**src/hdl/scfp_pkg.sv**
```systemverilog
// shared widths, sync byte, command codes and reset speed of the serial command frame parser
package scfp_pkg;

  localparam int unsigned ByteW  = 8;
  localparam int unsigned ClockW = 32;
  localparam int unsigned SpeedW = 16;

  localparam logic [ByteW-1:0] SYNC_BYTE = 8'hFF;

  localparam logic [ByteW-1:0] CMD_CLOCK_CLEAR = 8'h00;
  localparam logic [ByteW-1:0] CMD_SCROLL_ON   = 8'h01;
  localparam logic [ByteW-1:0] CMD_SCROLL_OFF  = 8'h02;
  localparam logic [ByteW-1:0] CMD_SPEED_LOAD  = 8'h03;
  localparam logic [ByteW-1:0] CMD_CLOCK_LOAD  = 8'h04;

  localparam logic [SpeedW-1:0] SPEED_DEFAULT = 16'd1000;

endpackage

```
**src/hdl/scfp_byte_if.sv**
```systemverilog
// valid/ready channel carrying one received serial byte per beat
interface scfp_byte_if;
  import scfp_pkg::*;

  logic             valid;
  logic             ready;
  logic [ByteW-1:0] byte_in;

  modport source (output valid, output byte_in, input ready);
  modport sink   (input valid, input byte_in, output ready);
endinterface

```
**src/hdl/scfp_result_if.sv**
```systemverilog
// valid/ready channel carrying one parser result per beat
interface scfp_result_if;
  import scfp_pkg::*;

  logic              valid;
  logic              ready;
  logic [ClockW-1:0] clock_value;
  logic [SpeedW-1:0] ms_per_second;
  logic              scroll_enable;
  logic              clock_written;
  logic              speed_written;

  modport source (
    output valid, output clock_value, output ms_per_second,
    output scroll_enable, output clock_written, output speed_written,
    input  ready
  );
  modport sink (
    input  valid, input clock_value, input ms_per_second,
    input  scroll_enable, input clock_written, input speed_written,
    output ready
  );
endinterface

```
**src/hdl/serial_command_frame_parser_unit.sv**
```systemverilog
// serial command frame parser: sync hunt, command decode and value loads
// an accepted byte passes from the input register into the result register once the result channel can take it
// throughput: one byte per cycle while the result channel is ready, set by the single parse-state update
// an input register and a result register part the two channels
// reset (async, active low) returns to sync hunt, clock 0, speed 1000, scroll off
module serial_command_frame_parser_unit (
  input  logic          clk_i,
  input  logic          rst_ni,
  scfp_byte_if.sink     byte_i,
  scfp_result_if.source result_o
);
  import scfp_pkg::*;

  typedef enum logic [2:0] {
    PH_HUNT = 3'd0,
    PH_CMD  = 3'd1,
    PH_SPD1 = 3'd2,
    PH_SPD2 = 3'd3,
    PH_CLK1 = 3'd4,
    PH_CLK2 = 3'd5,
    PH_CLK3 = 3'd6,
    PH_CLK4 = 3'd7
  } phase_e;

  phase_e            phase_q, phase_d;
  logic              in_v_q;
  logic [ByteW-1:0]  in_byte_q;
  logic              out_v_q;
  logic [ByteW-1:0]  spd_high_q, spd_high_d;
  logic [23:0]       clk_upper_q, clk_upper_d;
  logic [ClockW-1:0] clock_q, clock_d;
  logic [SpeedW-1:0] speed_q, speed_d;
  logic              scroll_q, scroll_d;
  logic              clk_wr_q, clk_wr_d;
  logic              spd_wr_q, spd_wr_d;
  logic              advance;

  // byte moves from the input register into the result register
  assign advance      = in_v_q && (!out_v_q || result_o.ready);
  assign byte_i.ready = !in_v_q || advance;

  always_comb begin
    phase_d     = phase_q;
    spd_high_d  = spd_high_q;
    clk_upper_d = clk_upper_q;
    clock_d     = clock_q;
    speed_d     = speed_q;
    scroll_d    = scroll_q;
    clk_wr_d    = 1'b0;
    spd_wr_d    = 1'b0;
    unique case (phase_q)
      PH_HUNT: begin
        if (in_byte_q == SYNC_BYTE) phase_d = PH_CMD;
      end
      PH_CMD: begin
        phase_d = PH_HUNT;
        unique case (in_byte_q)
          CMD_CLOCK_CLEAR: begin
            clock_d  = '0;
            clk_wr_d = 1'b1;
          end
          CMD_SCROLL_ON:  scroll_d = 1'b1;
          CMD_SCROLL_OFF: scroll_d = 1'b0;
          CMD_SPEED_LOAD: phase_d = PH_SPD1;
          CMD_CLOCK_LOAD: phase_d = PH_CLK1;
          default:        phase_d = PH_HUNT;
        endcase
      end
      PH_SPD1: begin
        spd_high_d = in_byte_q;
        phase_d    = PH_SPD2;
      end
      PH_SPD2: begin
        speed_d  = {spd_high_q, in_byte_q};
        spd_wr_d = 1'b1;
        phase_d  = PH_HUNT;
      end
      PH_CLK1: begin
        clk_upper_d = {in_byte_q, 16'h0000};
        phase_d     = PH_CLK2;
      end
      PH_CLK2: begin
        clk_upper_d = {clk_upper_q[23:16], in_byte_q, 8'h00};
        phase_d     = PH_CLK3;
      end
      PH_CLK3: begin
        clk_upper_d = {clk_upper_q[23:8], in_byte_q};
        phase_d     = PH_CLK4;
      end
      PH_CLK4: begin
        clock_d  = {clk_upper_q, in_byte_q};
        clk_wr_d = 1'b1;
        phase_d  = PH_HUNT;
      end
      default: phase_d = PH_HUNT;
    endcase
  end

  always_ff @(posedge clk_i or negedge rst_ni) begin
    if (!rst_ni) begin
      in_v_q      <= 1'b0;
      out_v_q     <= 1'b0;
      phase_q     <= PH_HUNT;
      spd_high_q  <= '0;
      clk_upper_q <= '0;
      clock_q     <= '0;
      speed_q     <= SPEED_DEFAULT;
      scroll_q    <= 1'b0;
      clk_wr_q    <= 1'b0;
      spd_wr_q    <= 1'b0;
    end else begin
      if (byte_i.valid && byte_i.ready) begin
        in_v_q <= 1'b1;
      end else if (advance) begin
        in_v_q <= 1'b0;
      end
      if (advance) begin
        out_v_q     <= 1'b1;
        phase_q     <= phase_d;
        spd_high_q  <= spd_high_d;
        clk_upper_q <= clk_upper_d;
        clock_q     <= clock_d;
        speed_q     <= speed_d;
        scroll_q    <= scroll_d;
        clk_wr_q    <= clk_wr_d;
        spd_wr_q    <= spd_wr_d;
      end else if (result_o.ready) begin
        out_v_q <= 1'b0;
      end
    end
  end

  // input payload register, no reset needed
  always_ff @(posedge clk_i) begin
    if (byte_i.valid && byte_i.ready) begin
      in_byte_q <= byte_i.byte_in;
    end
  end

  // state registers only change on advance, so they double as the result
  assign result_o.valid         = out_v_q;
  assign result_o.clock_value   = clock_q;
  assign result_o.ms_per_second = speed_q;
  assign result_o.scroll_enable = scroll_q;
  assign result_o.clock_written = clk_wr_q;
  assign result_o.speed_written = spd_wr_q;

endmodule
```
**src/flat_wrapper.sv**
```systemverilog
// flat-port wrapper written by rule: the top's interface ports become plain ports
module serial_command_frame_parser_unit_flat import scfp_pkg::*;
  (clk_i, rst_ni, byte_i_valid, byte_i_byte_in, byte_i_ready, result_o_valid, result_o_clock_value, result_o_ms_per_second, result_o_scroll_enable, result_o_clock_written, result_o_speed_written, result_o_ready);
  scfp_byte_if byte_i_i ();
  scfp_result_if result_o_i ();
  input  logic clk_i;
  input  logic rst_ni;
  input wire logic [$bits(byte_i_i.valid)-1:0] byte_i_valid;
  input wire logic [$bits(byte_i_i.byte_in)-1:0] byte_i_byte_in;
  output wire logic [$bits(byte_i_i.ready)-1:0] byte_i_ready;
  output wire logic [$bits(result_o_i.valid)-1:0] result_o_valid;
  output wire logic [$bits(result_o_i.clock_value)-1:0] result_o_clock_value;
  output wire logic [$bits(result_o_i.ms_per_second)-1:0] result_o_ms_per_second;
  output wire logic [$bits(result_o_i.scroll_enable)-1:0] result_o_scroll_enable;
  output wire logic [$bits(result_o_i.clock_written)-1:0] result_o_clock_written;
  output wire logic [$bits(result_o_i.speed_written)-1:0] result_o_speed_written;
  input wire logic [$bits(result_o_i.ready)-1:0] result_o_ready;
  assign byte_i_i.valid = byte_i_valid;
  assign byte_i_i.byte_in = byte_i_byte_in;
  assign byte_i_ready = byte_i_i.ready;
  assign result_o_valid = result_o_i.valid;
  assign result_o_clock_value = result_o_i.clock_value;
  assign result_o_ms_per_second = result_o_i.ms_per_second;
  assign result_o_scroll_enable = result_o_i.scroll_enable;
  assign result_o_clock_written = result_o_i.clock_written;
  assign result_o_speed_written = result_o_i.speed_written;
  assign result_o_i.ready = result_o_ready;
  serial_command_frame_parser_unit u_core (.clk_i(clk_i), .rst_ni(rst_ni), .byte_i(byte_i_i), .result_o(result_o_i));
endmodule
```
**config.mk**
```make
export PLATFORM = sky130hd
export DESIGN_NAME = serial_command_frame_parser_unit_flat
export DESIGN_NICKNAME = d
export VERILOG_FILES = /design/src/hdl/scfp_pkg.sv /design/src/hdl/scfp_byte_if.sv /design/src/hdl/scfp_result_if.sv /design/src/hdl/serial_command_frame_parser_unit.sv /design/src/flat_wrapper.sv
export SDC_FILE = /design/constraint.sdc
export NUM_CORES = 1
export LEC_CHECK = 0
export ABC_AREA = 1
export BUFFER_PORTS_ARGS = -buffer_cell sky130_fd_sc_hd__buf_4
export CAP_MARGIN = 15
export CELL_PAD_IN_SITES_DETAIL_PLACEMENT = 1
export CELL_PAD_IN_SITES_GLOBAL_PLACEMENT = 2
export CORE_MARGIN = 8
export CORE_UTILIZATION = 37
export DETAILED_ROUTE_END_ITERATION = 10
export GPL_TIMING_DRIVEN = 0
export PLACE_DENSITY_LB_ADDON = 0.1
export SETUP_SLACK_MARGIN = 0.1
export SYNTH_ARGS = -nofsm -noshare
export SYNTH_HDL_FRONTEND = slang
export SYNTH_SLANG_ARGS = --single-unit
```
**constraint.sdc**
```tcl
create_clock -name clk_i -period 4.05 [get_ports clk_i]
set_input_delay 0.6075 -clock clk_i [delete_from_list [all_inputs] [get_ports clk_i]]
set_output_delay 0.6075 -clock clk_i [all_outputs]
set_load 0.01 [all_outputs]
```
Yosys cells after proc, flatten, opt, wreduce, memory -nomap -nowiden

Cells that the tools add are included.

Register bits: 96
Output and inout bits: 53
Word-level logic and storage cells: 66

Equal/unequal tests: 14
Multiplexer cells: 14
Bitwise gates (word level): 2
Reduce and logical (&&, ||, !) cells: 23

Operators by type and width:

| operator             | number |
|---|---|
| $pmux W24 S3         | 1 |
| $pmux W32 S2         | 1 |
| $mux W32             | 1 |
| $pmux W3 S7          | 1 |
| $eq A8 B2 Y1 const B | 2 |
| $eq A3 B3 Y1 const B | 4 |
| $reduce_bool A2 Y1   | 5 |
| $reduce_and A3 Y1    | 3 |
| $eq A8 B1 Y1 const B | 1 |
| $eq A8 B3 Y1 const B | 1 |
| $eq A8 B8 Y1 const B | 1 |
| $logic_not A8 Y1     | 1 |
| $reduce_and A2 Y1    | 4 |
| $eq A3 B2 Y1 const B | 2 |
| $mux W1              | 6 |
| $pmux W3 S2          | 1 |
| $ne A2 B1 Y1 const B | 2 |
| $pmux W1 S2          | 2 |
| $reduce_and A4 Y1    | 1 |
| $eq A3 B1 Y1 const B | 1 |
| $logic_not A3 Y1     | 1 |
| $mux W3              | 1 |
| $reduce_bool A3 Y1   | 1 |
| $logic_and A1 B1 Y1  | 2 |
| other kinds (4)      | 7 |

Longest topological paths before layout

Gate-level depths: netlist (run 1).

Word-level depth: 6
Depth in mapped cells: 9
Depth with buffers taken out: 8

Worst setup path before layout (run 1)

No wires, ideal clock.

Kind: input port to flip-flop
From: input port result_o_ready
To: register u_core.speed_q[4], in the netlist u_core.result_o.ms_per_second[4]
Arrival: 1.361 ns
Setup slack: 2.558 ns
Stages on the path: 6
Path buffers: 1
Cells stage by stage: inv_1 a21oi_2 nand4_1 clkbuf_1 nand2_1 o21ai_0

Word-level cells in the longest chain between the ends: 3

RTL lines:

| what                               | RTL line                                | RTL |
|---|---|---|
| from (decl)                        | flat_wrapper.sv:17                      | `input wire logic [$bits(result_o_i.ready)-1:0] result_o_ready;` |
| $logic_or A1 B1 Y1                 | serial_command_frame_parser_unit.sv:39  | `assign advance = in_v_q && (!out_v_q \|\| result_o.ready);` |
| $logic_and A1 B1 Y1                | serial_command_frame_parser_unit.sv:39  |  |
| $reduce_and A2 Y1 (no source line) | --                                      |  |
| to (signal assigned)               | serial_command_frame_parser_unit.sv:123 | `speed_q <= speed_d;` |
| to (decl)                          | serial_command_frame_parser_unit.sv:32  | `logic [SpeedW-1:0] speed_q, speed_d;` |

Every way passes these cells.
A chain may end at the register's enable or synchronous reset.

Worst setup path after layout (run 1)

From: register u_core.in_byte_q[6]
To: register u_core.clock_q[16], in the netlist u_core.result_o.clock_value[16]

Word-level cells in the longest chain between the ends: 3

RTL lines:

| what                               | RTL line                                | RTL |
|---|---|---|
| from (decl)                        | serial_command_frame_parser_unit.sv:27  | `logic [ByteW-1:0] in_byte_q;` |
| from (signal assigned)             | serial_command_frame_parser_unit.sv:136 | `in_byte_q <= byte_i.byte_in;` |
| $logic_not A8 Y1                   | serial_command_frame_parser_unit.sv:57  | `unique case (in_byte_q)` |
| $ne A2 B1 Y1 (no source line)      | --                                      |  |
| $reduce_and A3 Y1 (no source line) | --                                      |  |
| to (signal assigned)               | serial_command_frame_parser_unit.sv:122 | `clock_q <= clock_d;` |
| to (decl)                          | serial_command_frame_parser_unit.sv:31  | `logic [ClockW-1:0] clock_q, clock_d;` |

Every way passes these cells.

==> results of run 1 <==
[per-layer routing]
| metal | up-vias | wire length, um | global-route usage |
|---|---|---|---|
| met4 | 0 | 180 | 0.0609 |
| met2 | 49 | 5170 | 0.260 |
| met3 | 12 | 374 | 0.0333 |
| met5 | - | 0 | 0 |
| met1 | 1538 | 4720 | 0.189 |
| li1 | 1516 | - | - |
[cells in the final DEF (no fill, tap or decap), types with 7 or more instances in the layout]
cell / Yosys / final
clkbuf_1: 6 / 7
dfrtp_1: 82 / 82
inv_1: 22 / 22
nor2_1: 14 / 14
nand2_1: 158 / 158
clkbuf_8: 0 / 10
buf_4: 2 / 66
buf_6: 7 / 7
edfxtp_1: 8 / 8
nand3_1: 49 / 49
o21ai_0: 49 / 49
[cell families after synthesis]
family,count (synthesis),synth area share
AOI/OAI and AO/OA,50,0.0640
buffers and inverters,46,0.0608
DFF,96,0.617
and+or+nand+nor,234,0.258
[power groups by stage]
stage / clock network (uW) / logic (uW) / registers (uW)
3_3_place_gp: 0 / 154 / 1040
6_report: 698 / 162 / 1030
3_5_place_dp: 0 / 160 / 1050
5_1_grt: 752 / 182 / 1030
4_1_cts: 723 / 161 / 1030
2_1_floorplan: 0 / 89.3 / 1040
[worst paths after layout]
kind,start,endpoint,slack [ns],depth (start not counted)
setup / recovery,u_core.in_byte_q[6],u_core.result_o.clock_value[16],2.20,7
hold / removal,rst_ni,u_core.result_o.clock_value[29],0.14,1
setup reg to reg,u_core.in_byte_q[6],u_core.result_o.clock_value[16],2.20,7
hold reg to reg,u_core.clk_upper_q[5],u_core.result_o.clock_value[13],0.48,2
max in group asynchronous,rst_ni,u_core.result_o.ms_per_second[9],3.25,2
min in group clk_i,byte_i_byte_in[7],u_core.in_byte_q[7],0.41,1
[registers in the layout (all words and copies together) (netlist names), 3 cells and up]
signal / count
u_core.result_o.ms_per_second: 16
u_core.spd_high_q: 8
u_core.phase_q: 3
u_core.clk_upper_q: 24
u_core.result_o.clock_value: 32
u_core.in_byte_q: 8
[layout make-up]
cell class | instances | area [um^2] | share of cell area
Buffer | 21 | 146 | 0.0300
Clock buffer | 11 | 141 | 0.0290
Clock inverter | 5 | 78.8 | 0.0162
Inverter | 25 | 95.1 | 0.0195
Multi-Input combinational cell | 284 | 1280 | 0.262
Sequential cell | 96 | 2450 | 0.503
Tap cell | 140 | 175 | 0.0359
Timing Repair Buffer | 65 | 508 | 0.104
[per-stage QoR]
step | util | total power, uW | std cells | area (um^2) | hold slack, ns
after detailed placement | 0.434 | 1200 | 630 | 4630 | 0.466
after global placement | 0.434 | 1200 | 630 | 4630 | 0.460
after CTS | 0.455 | 1910 | 646 | 4850 | 0.394
final | 0.458 | 1890 | 647 | 4870 | 0.140
after global routing | 0.458 | 1960 | 647 | 4870 | 0.139
after floorplan | - | 1120 | 426 | 3970 | 0.312
==> results.toml, run 1 <==
[cells_and_area]
layout-drive-gt1-share = 0.231
n_antenna_cell = 0
nets = 514
area_growth_pct = 22.8
n_fill_cell = 1258

[sta]
fin_crit_sh = 0.457
worst_pin_slew_ns = 0.528
finalHoldViolCount = 0
skew_ns = 0.00755
finalSetupViolations = 0
fin_setup_tns_ns = 0
rsz0062_at_grt = "false"
setup_slack_ns = 2.20
slew_viol_final = 0
fmax_ghz = 0.540
period_needed_ns = 1.85
maxSlewHeadroom = 0.647

[synthesis]
ys_seq_elements = 96
synth_area_per_cell_um2 = 9.32
ys_warn_count = 0
synthArstFlopShare = 0.917
synth_cells = 426
ys_top_cells_by_count = "nand2_1, dfrtp_1, nand3_1, o21ai_0, inv_1"
synth_ff_type = "dfrtp_1"
synth_edf_count = 8
syn_nets = 438
synth_top_cell_by_area = "dfrtp_1"
synthMostInstantiatedCell = "nand2_1"
syn_area_mm2 = 0.00397
synth_area_leaders = "dfrtp_1, nand2_1, nand3_1, o21ai_0, edfxtp_1"
ys_types = 22
synth_top_area_share = 0.517
seq_area_frac_synth = 0.617

[cts]
cts-hold-fix-buffers = 0
cts_buffer_depth = 2
cts-buffers-inserted = 9
post_cts_resized = 0
root_buffer = "clkbuf_8"
post_cts_buffers = 0
path_clk_slew_ns = 0.09
cts_max_level = 3
insertion_delay_ns = 0.36
cts_tree = "yes"
clkSinkCount = 96

[worst_setup_path]
worst_setup_path_end_kind = "flop"
worstPathMaxFanout = 10
critPathArrivalTime_ns = 2.11
slowest_stage = "edfxtp_1"
cpLargestDelayFamily = "simple AND/OR/NAND/NOR gates"
path_class = "reg -> reg"
slowest_delay_ns = 0.59
start_kind = "flop"
cp_cell_sequence = "nor2_1 > nand3_1 > nor2_1 > nand2_2 > buf_6 > nand3_1 > nand2_1"
required_ns = 4.31
crit_buf_inv = 1

[global_route]
grt_pass1_wl_mm = 17.6
grt_pass1_vias = 3460
grt_remaining_overflow = 0
grt_max_degree = 89
track_usage = 0.154
antenna_found_initial = 0

[power]
sw_frac_of_total = 0.253
p_per_area_mw_per_mm2 = 387
switchingPower_uw = 477
pwr-share-comb = 0.086
internal_power_uw = 1410
clkPwrFrac = 0.370
leakage_uw = 0.00254
peakVddDrop_v = 0.000182
p_seq_frac = 0.544

[die]
initial_utilization = 0.373
die_w_um = 120
core_mm2 = 0.0107
die_area_mm2 = 0.0143
rows = 38
die_h_um = 120
boundaryPins = 65

[place]
place_ws_ns = 2.03
port-buffer-count = 64
place.gp.congestion = 0.741
dp_hpwl_mm = 7.33

[hold_path]
hold_path_class = "in -> async"

[drt]
num_vias = 3115
drt_iter0_drc = 123
via_per_inst = 4.81
wl_per_cell_um = 16.1
drt_wl_total_mm = 10.4
drt.antenna.violating_nets = 0
drcViolationCount = 0
dr.pass1.iters = 4

[status]
status = "complete, no violations"

[flow_run]
drv_cap = 0
(Power assumes the default switching activity.)
==> inputs of run 2 (changes only) <==
CORE_UTILIZATION = 31   (was 37)
clock period = 1.5 ns   (was 4.05 ns; I/O delays follow)
==> run 2 against run 1 <==
  * Register-to-register slack got worse by 2.2 ns
  * Power increased to 3.2 times the previous value
  * Combinational power increased to 4.7 times the previous value
  * Clock power increased to 3.6 times the previous value
  * Flip-flop and latch count unchanged
  * Critical path depth unchanged
  * Sequential share of layout area decreased by 11 points
  * Final area increased by 28%
==> results.toml, run 2 (synthesized netlist as in run 1, its figures left out) <==
[worst_setup_path]
rrSetupSlack_ns = 0.03
rr_startpoint = "u_core.result_o.valid"
cp_cell_sequence = "a21oi_4 > buf_8 > nand2_8 > clkinv_8 > clkbuf_16 > nand2_4 > nand2_2"
required_ns = 1.79
path_class = "reg -> reg"
r2r_cells = 7
worstPathMaxFanout = 6
critPathArrivalTime_ns = 1.76
worst_setup_path_end_kind = "flop"
startpoint = "u_core.result_o.valid"
start_kind = "flop"
slowest_stage = "dfrtp_2"
slowest_delay_ns = 0.44
timing.rr.end = "u_core.result_o.clock_value[16]"

[cells_and_area]
fin_cells = 723
fin_area_mm2 = 0.00622
nets = 558
n_antenna_cell = 0
layout.cells.most_common = "nand2_1"
layout-drive-gt1-share = 0.510
largest_reg_flops = 32
layout_common_cells = "nand2_1, buf_4, dfrtp_1"
area_growth_pct = 56.8

[place]
place.gp.congestion = 0.774
place_inst = 662
dpl_cell_area_mm2 = 0.00467
dp_hpwl_mm = 7.56
place_ws_ns = -0.312
port-buffer-count = 64

[global_route]
grt_remaining_overflow = 0
track_usage = 0.146
grt_max_degree = 89
antenna_found_initial = 0
grt_pass1_vias = 3561
grt_pass1_wl_mm = 18.7

[drt]
drcViolationCount = 0
drt_wl_total_mm = 12.4
wl_per_cell_um = 17.1
drt_iter0_drc = 114
num_vias = 3352
dr.pass1.iters = 4
via_per_inst = 4.64
drt.antenna.violating_nets = 0

[die]
initial_utilization = 0.316
die_w_um = 129
die_h_um = 129
die_area_mm2 = 0.0167
boundaryPins = 65
core_mm2 = 0.0126
rows = 41

[sta]
fmax_ghz = 0.680
slew_viol_final = 0
fin_crit_sh = 0.980
setup_slack_ns = 0.0293
period_needed_ns = 1.47
finalHoldViolCount = 0
worst_pin_slew_ns = 0.514
rsz0062_at_grt = "true"
whs_ns = 0.0503
skew_ns = 0.00487
maxSlewHeadroom = 0.657
finalSetupViolations = 0

[cts]
insertion_delay_ns = 0.35
cts_tree = "yes"
cts-buffers-inserted = 9
path_clk_slew_ns = 0.06
clkSinkCount = 96
cts_buffer_depth = 2
cts_max_level = 3
root_buffer = "clkbuf_16"

[hold_path]
hold_path_depth = 1
hold_path_class = "in -> reg"
holdPathEnd = "u_core.in_byte_q[2]"
hp-start = "byte_i_byte_in[2]"

[flow_run]
drv_cap = 0

[power]
p_per_area_mw_per_mm2 = 966
leakage_uw = 0.00322
fin_total_pwr_uw = 6010
peakVddDrop_v = 0.000557

[status]
status = "complete, no violations"
[run 2: changes by cell type in the layout (fill, tap and decap cells not counted), sizes merged]
cell         before  now
buf              80  119
clkbuf           17   19
clkinv            2    4
dlygate4sd3       0    1
inv              25   24
nand2           160  161
[run 2: cell type report]
class	count	area, um^2
well taps	172	215
repair buffers	108	1000
multi-input cells	285	1830
plain buffers	21	288
clock inverters	6	82.6
clock buffers	10	239
inverters	25	111
fillers	1390	6340
flip-flops and latches	96	2450
[run 2: critical path: cells and delay by family (launching register included)]
kind / cells / cell delay (ns)
AND/OR/NAND/NOR: 3 / 0.22
flip-flops: 1 / 0.44
buffers and inverters: 3 / 0.45
AO/OA/AOI/OAI: 1 / 0.29
[run 2: per-layer routing]
layer	global-route usage	vias to the layer above	wire length (um)
li1	-	1616	-
met1	0.178	1664	5410
met2	0.238	61	6230
met3	0.0378	11	543
met4	0.0684	0	202
met5	0	-	0
[run 2: report_power, final]
part           total [uW]  internal, uW  leakage [uW]  switching [uW]
logic                 763           302       0.00179             461
clock network        2500          1500      0.000158            1000
registers            2750          2690       0.00127            60.8
[run 2: repair_timing]
action	4_1_cts	5_1_grt
hold buffers	0	1
endpoints found under the setup margin	86	86
cloned	3	8
hold endpoints to repair	0	13
pin swaps	13	65
setup buffers	22	10
resized for setup	74	161
[run 2: how the worst max path moves through the flow]
stage,endpoint,slack (ns),cells past startpoint
floorplan,u_core.result_o.clock_value[11],0.14,7
global placement,u_core.result_o.clock_value[3],-0.30,7
detailed placement,u_core.result_o.clock_value[3],-0.31,7
CTS,u_core.result_o.ms_per_second[0],0.07,6
global route,u_core.result_o.ms_per_second[11],-0.03,6
finish,u_core.result_o.clock_value[16],0.03,7
[run 2: through the flow]
stage / TNS, ns / utilization
floorplan: 0 / -
global placement: -12.45 / 0.371
detailed placement: -14.25 / 0.371
CTS: 0 / 0.435
global route: -0.458 / 0.495
finish: 0 / 0.495
==> inputs of run 3 (changes only) <==
RECOVER_POWER = 100   (was default)
==> run 3 against run 2 <==
  * Clock skew fell by 0.00077 ns
  * Clock power barely moved
  * Sequential share of layout area rose by 1.5 points
  * Final cell count did not move
  * Highest routed layer unchanged
  * Largest power group unchanged
==> results.toml, run 3 (synthesized netlist as in run 1, its figures left out) <==
[cells_and_area]
largest_reg_flops = 32
nets = 558
layout_common_cells = "nand2_1, dfrtp_1, clkbuf_1"
area_growth_pct = 50.9
layout.cells.most_common = "nand2_1"
final_core_util = 0.477
n_antenna_cell = 0
layout-drive-gt1-share = 0.414

[status]
status = "complete, no violations"

[worst_setup_path]
timing.rr.end = "u_core.result_o.clock_value[16]"
worst_setup_path_end_kind = "flop"
cpLargestDelayFamily = "buffers and inverters"
critPathArrivalTime_ns = 1.76
path_class = "reg -> reg"
crit_buf_inv = 3
required_ns = 1.79
slowest_delay_ns = 0.44
cp_cell_sequence = "a21oi_4 > buf_8 > nand2_8 > clkinv_8 > clkbuf_16 > nand2_4 > nand2_2"
path_depth = 7
rr_startpoint = "u_core.result_o.valid"
worstPathMaxFanout = 6
r2r_cells = 7
slowest_stage = "dfrtp_2"
start_kind = "flop"
rrSetupSlack_ns = 0.03

[place]
port-buffer-count = 64
dp_hpwl_mm = 7.56
place.gp.congestion = 0.774

[global_route]
gr-usage-met1 = 0.178
grt_pass1_vias = 3561
grt_max_degree = 89
track_usage = 0.146
antenna_found_initial = 0
met3_usage = 0.0378
gr-max-usage-layer = "met2"
grt_remaining_overflow = 0
grt_pass1_wl_mm = 18.7
grt_use_met2 = 0.238

[sta]
rsz0062_at_grt = "true"
finalSetupViolations = 0
finalHoldViolCount = 0
period_needed_ns = 1.47
skew_ns = 0.00410
whs_ns = 0.0698
fin_crit_sh = 0.980
maxSlewHeadroom = 0.644
fmax_ghz = 0.680
worst_pin_slew_ns = 0.534
slew_viol_final = 0

[power]
peakVddDrop_v = 0.000556
clkPwrFrac = 0.417
sw_frac_of_total = 0.253
internal_power_uw = 4470
p_per_area_mw_per_mm2 = 998
leakage_uw = 0.00299
pwr-share-comb = 0.122
p_seq_frac = 0.460
switchingPower_uw = 1510

[hold_path]
hp-start = "byte_i_byte_in[2]"
hold_path_depth = 1
holdPathEnd = "u_core.in_byte_q[2]"
hold_path_class = "in -> reg"

[die]
die_h_um = 129
boundaryPins = 65
die_w_um = 129
die_area_mm2 = 0.0167
initial_utilization = 0.316
core_mm2 = 0.0126
rows = 41

[cts]
insertion_delay_ns = 0.35
path_clk_slew_ns = 0.06
clkSinkCount = 96
root_buffer = "clkbuf_16"
cts-buffers-inserted = 9
cts_buffer_depth = 2
cts_max_level = 3
cts_tree = "yes"

[drt]
drt.antenna.violating_nets = 0
num_vias = 3366
drt_wl_total_mm = 12.3
drt_iter0_drc = 118
dr.pass1.iters = 4
drcViolationCount = 0
via_per_inst = 4.66
wl_per_cell_um = 17.1

[flow_run]
drv_cap = 0
## run 3: worst max path at each step
stage | start | end | slack [ns]
4_1_cts | u_core.result_o.valid | u_core.result_o.ms_per_second[0] | 0.07
2_1_floorplan | u_core.in_byte_q[5] | u_core.result_o.clock_value[11] | 0.14
3_5_place_dp | u_core.in_byte_q[5] | u_core.result_o.clock_value[3] | -0.31
6_report | u_core.result_o.valid | u_core.result_o.clock_value[16] | 0.03
5_1_grt | u_core.result_o.valid | u_core.result_o.ms_per_second[11] | -0.03
3_3_place_gp | u_core.in_byte_q[6] | u_core.result_o.clock_value[3] | -0.30
## run 3: metal layers
metal | vias to the layer above | part of all wire
met4 | 0 | 0.017
met2 | 63 | 0.50
li1 | 1618 | -
met3 | 12 | 0.046
met1 | 1673 | 0.44
met5 | - | 0
## run 3: power by group through the flow
| stage | registers [uW] | logic [uW] | clock network [uW] |
|---|---|---|---|
| floorplan | 2800 | 241 | 0 |
| global placement | 2820 | 423 | 0 |
| detailed placement | 2820 | 434 | 0 |
| CTS | 2740 | 625 | 2570 |
| global route | 2760 | 813 | 2640 |
| finish | 2750 | 732 | 2500 |
## run 3: cell type report
cell class	count	area [um^2]
Clock buffer	10	239
Sequential cell	96	2450
Inverter	25	111
Clock inverter	6	82.6
Buffer	21	278
Fill cell	1419	6580
Multi-Input combinational cell	285	1820
Tap cell	172	215
Timing Repair Buffer	108	792
## run 3: worst register-to-register path: stages, from the launching register on
cell and delay (ns):
dfrtp_2 0.44, a21oi_4 0.29, buf_8 0.19, nand2_8 0.12
clkinv_8 0.12, clkbuf_16 0.16, nand2_4 0.04, nand2_2 0.06
## run 3: repair_timing
item | in CTS | in global routing
hold buffers | 0 | 1
hold endpoints to repair | 0 | 13
gates cloned | 3 | 8
buffers inserted | 22 | 10
gates resized for setup | 74 | 161
pin swaps | 13 | 65
setup endpoints to repair | 86 | 86
## run 3: through the flow
stage	TNS (ns)	power (uW)	instance area, um^2	worst slack [ns]	cells
after detailed placement	-14.25	3260	4670	-0.312	662
after global routing	-0.576	6210	5990	-0.0294	723
after global placement	-12.45	3240	4670	-0.298	662
after floorplan	0	3040	3970	0.135	426
final	0	5980	5990	0.0302	723
after CTS	0	5940	5460	0.0682	703
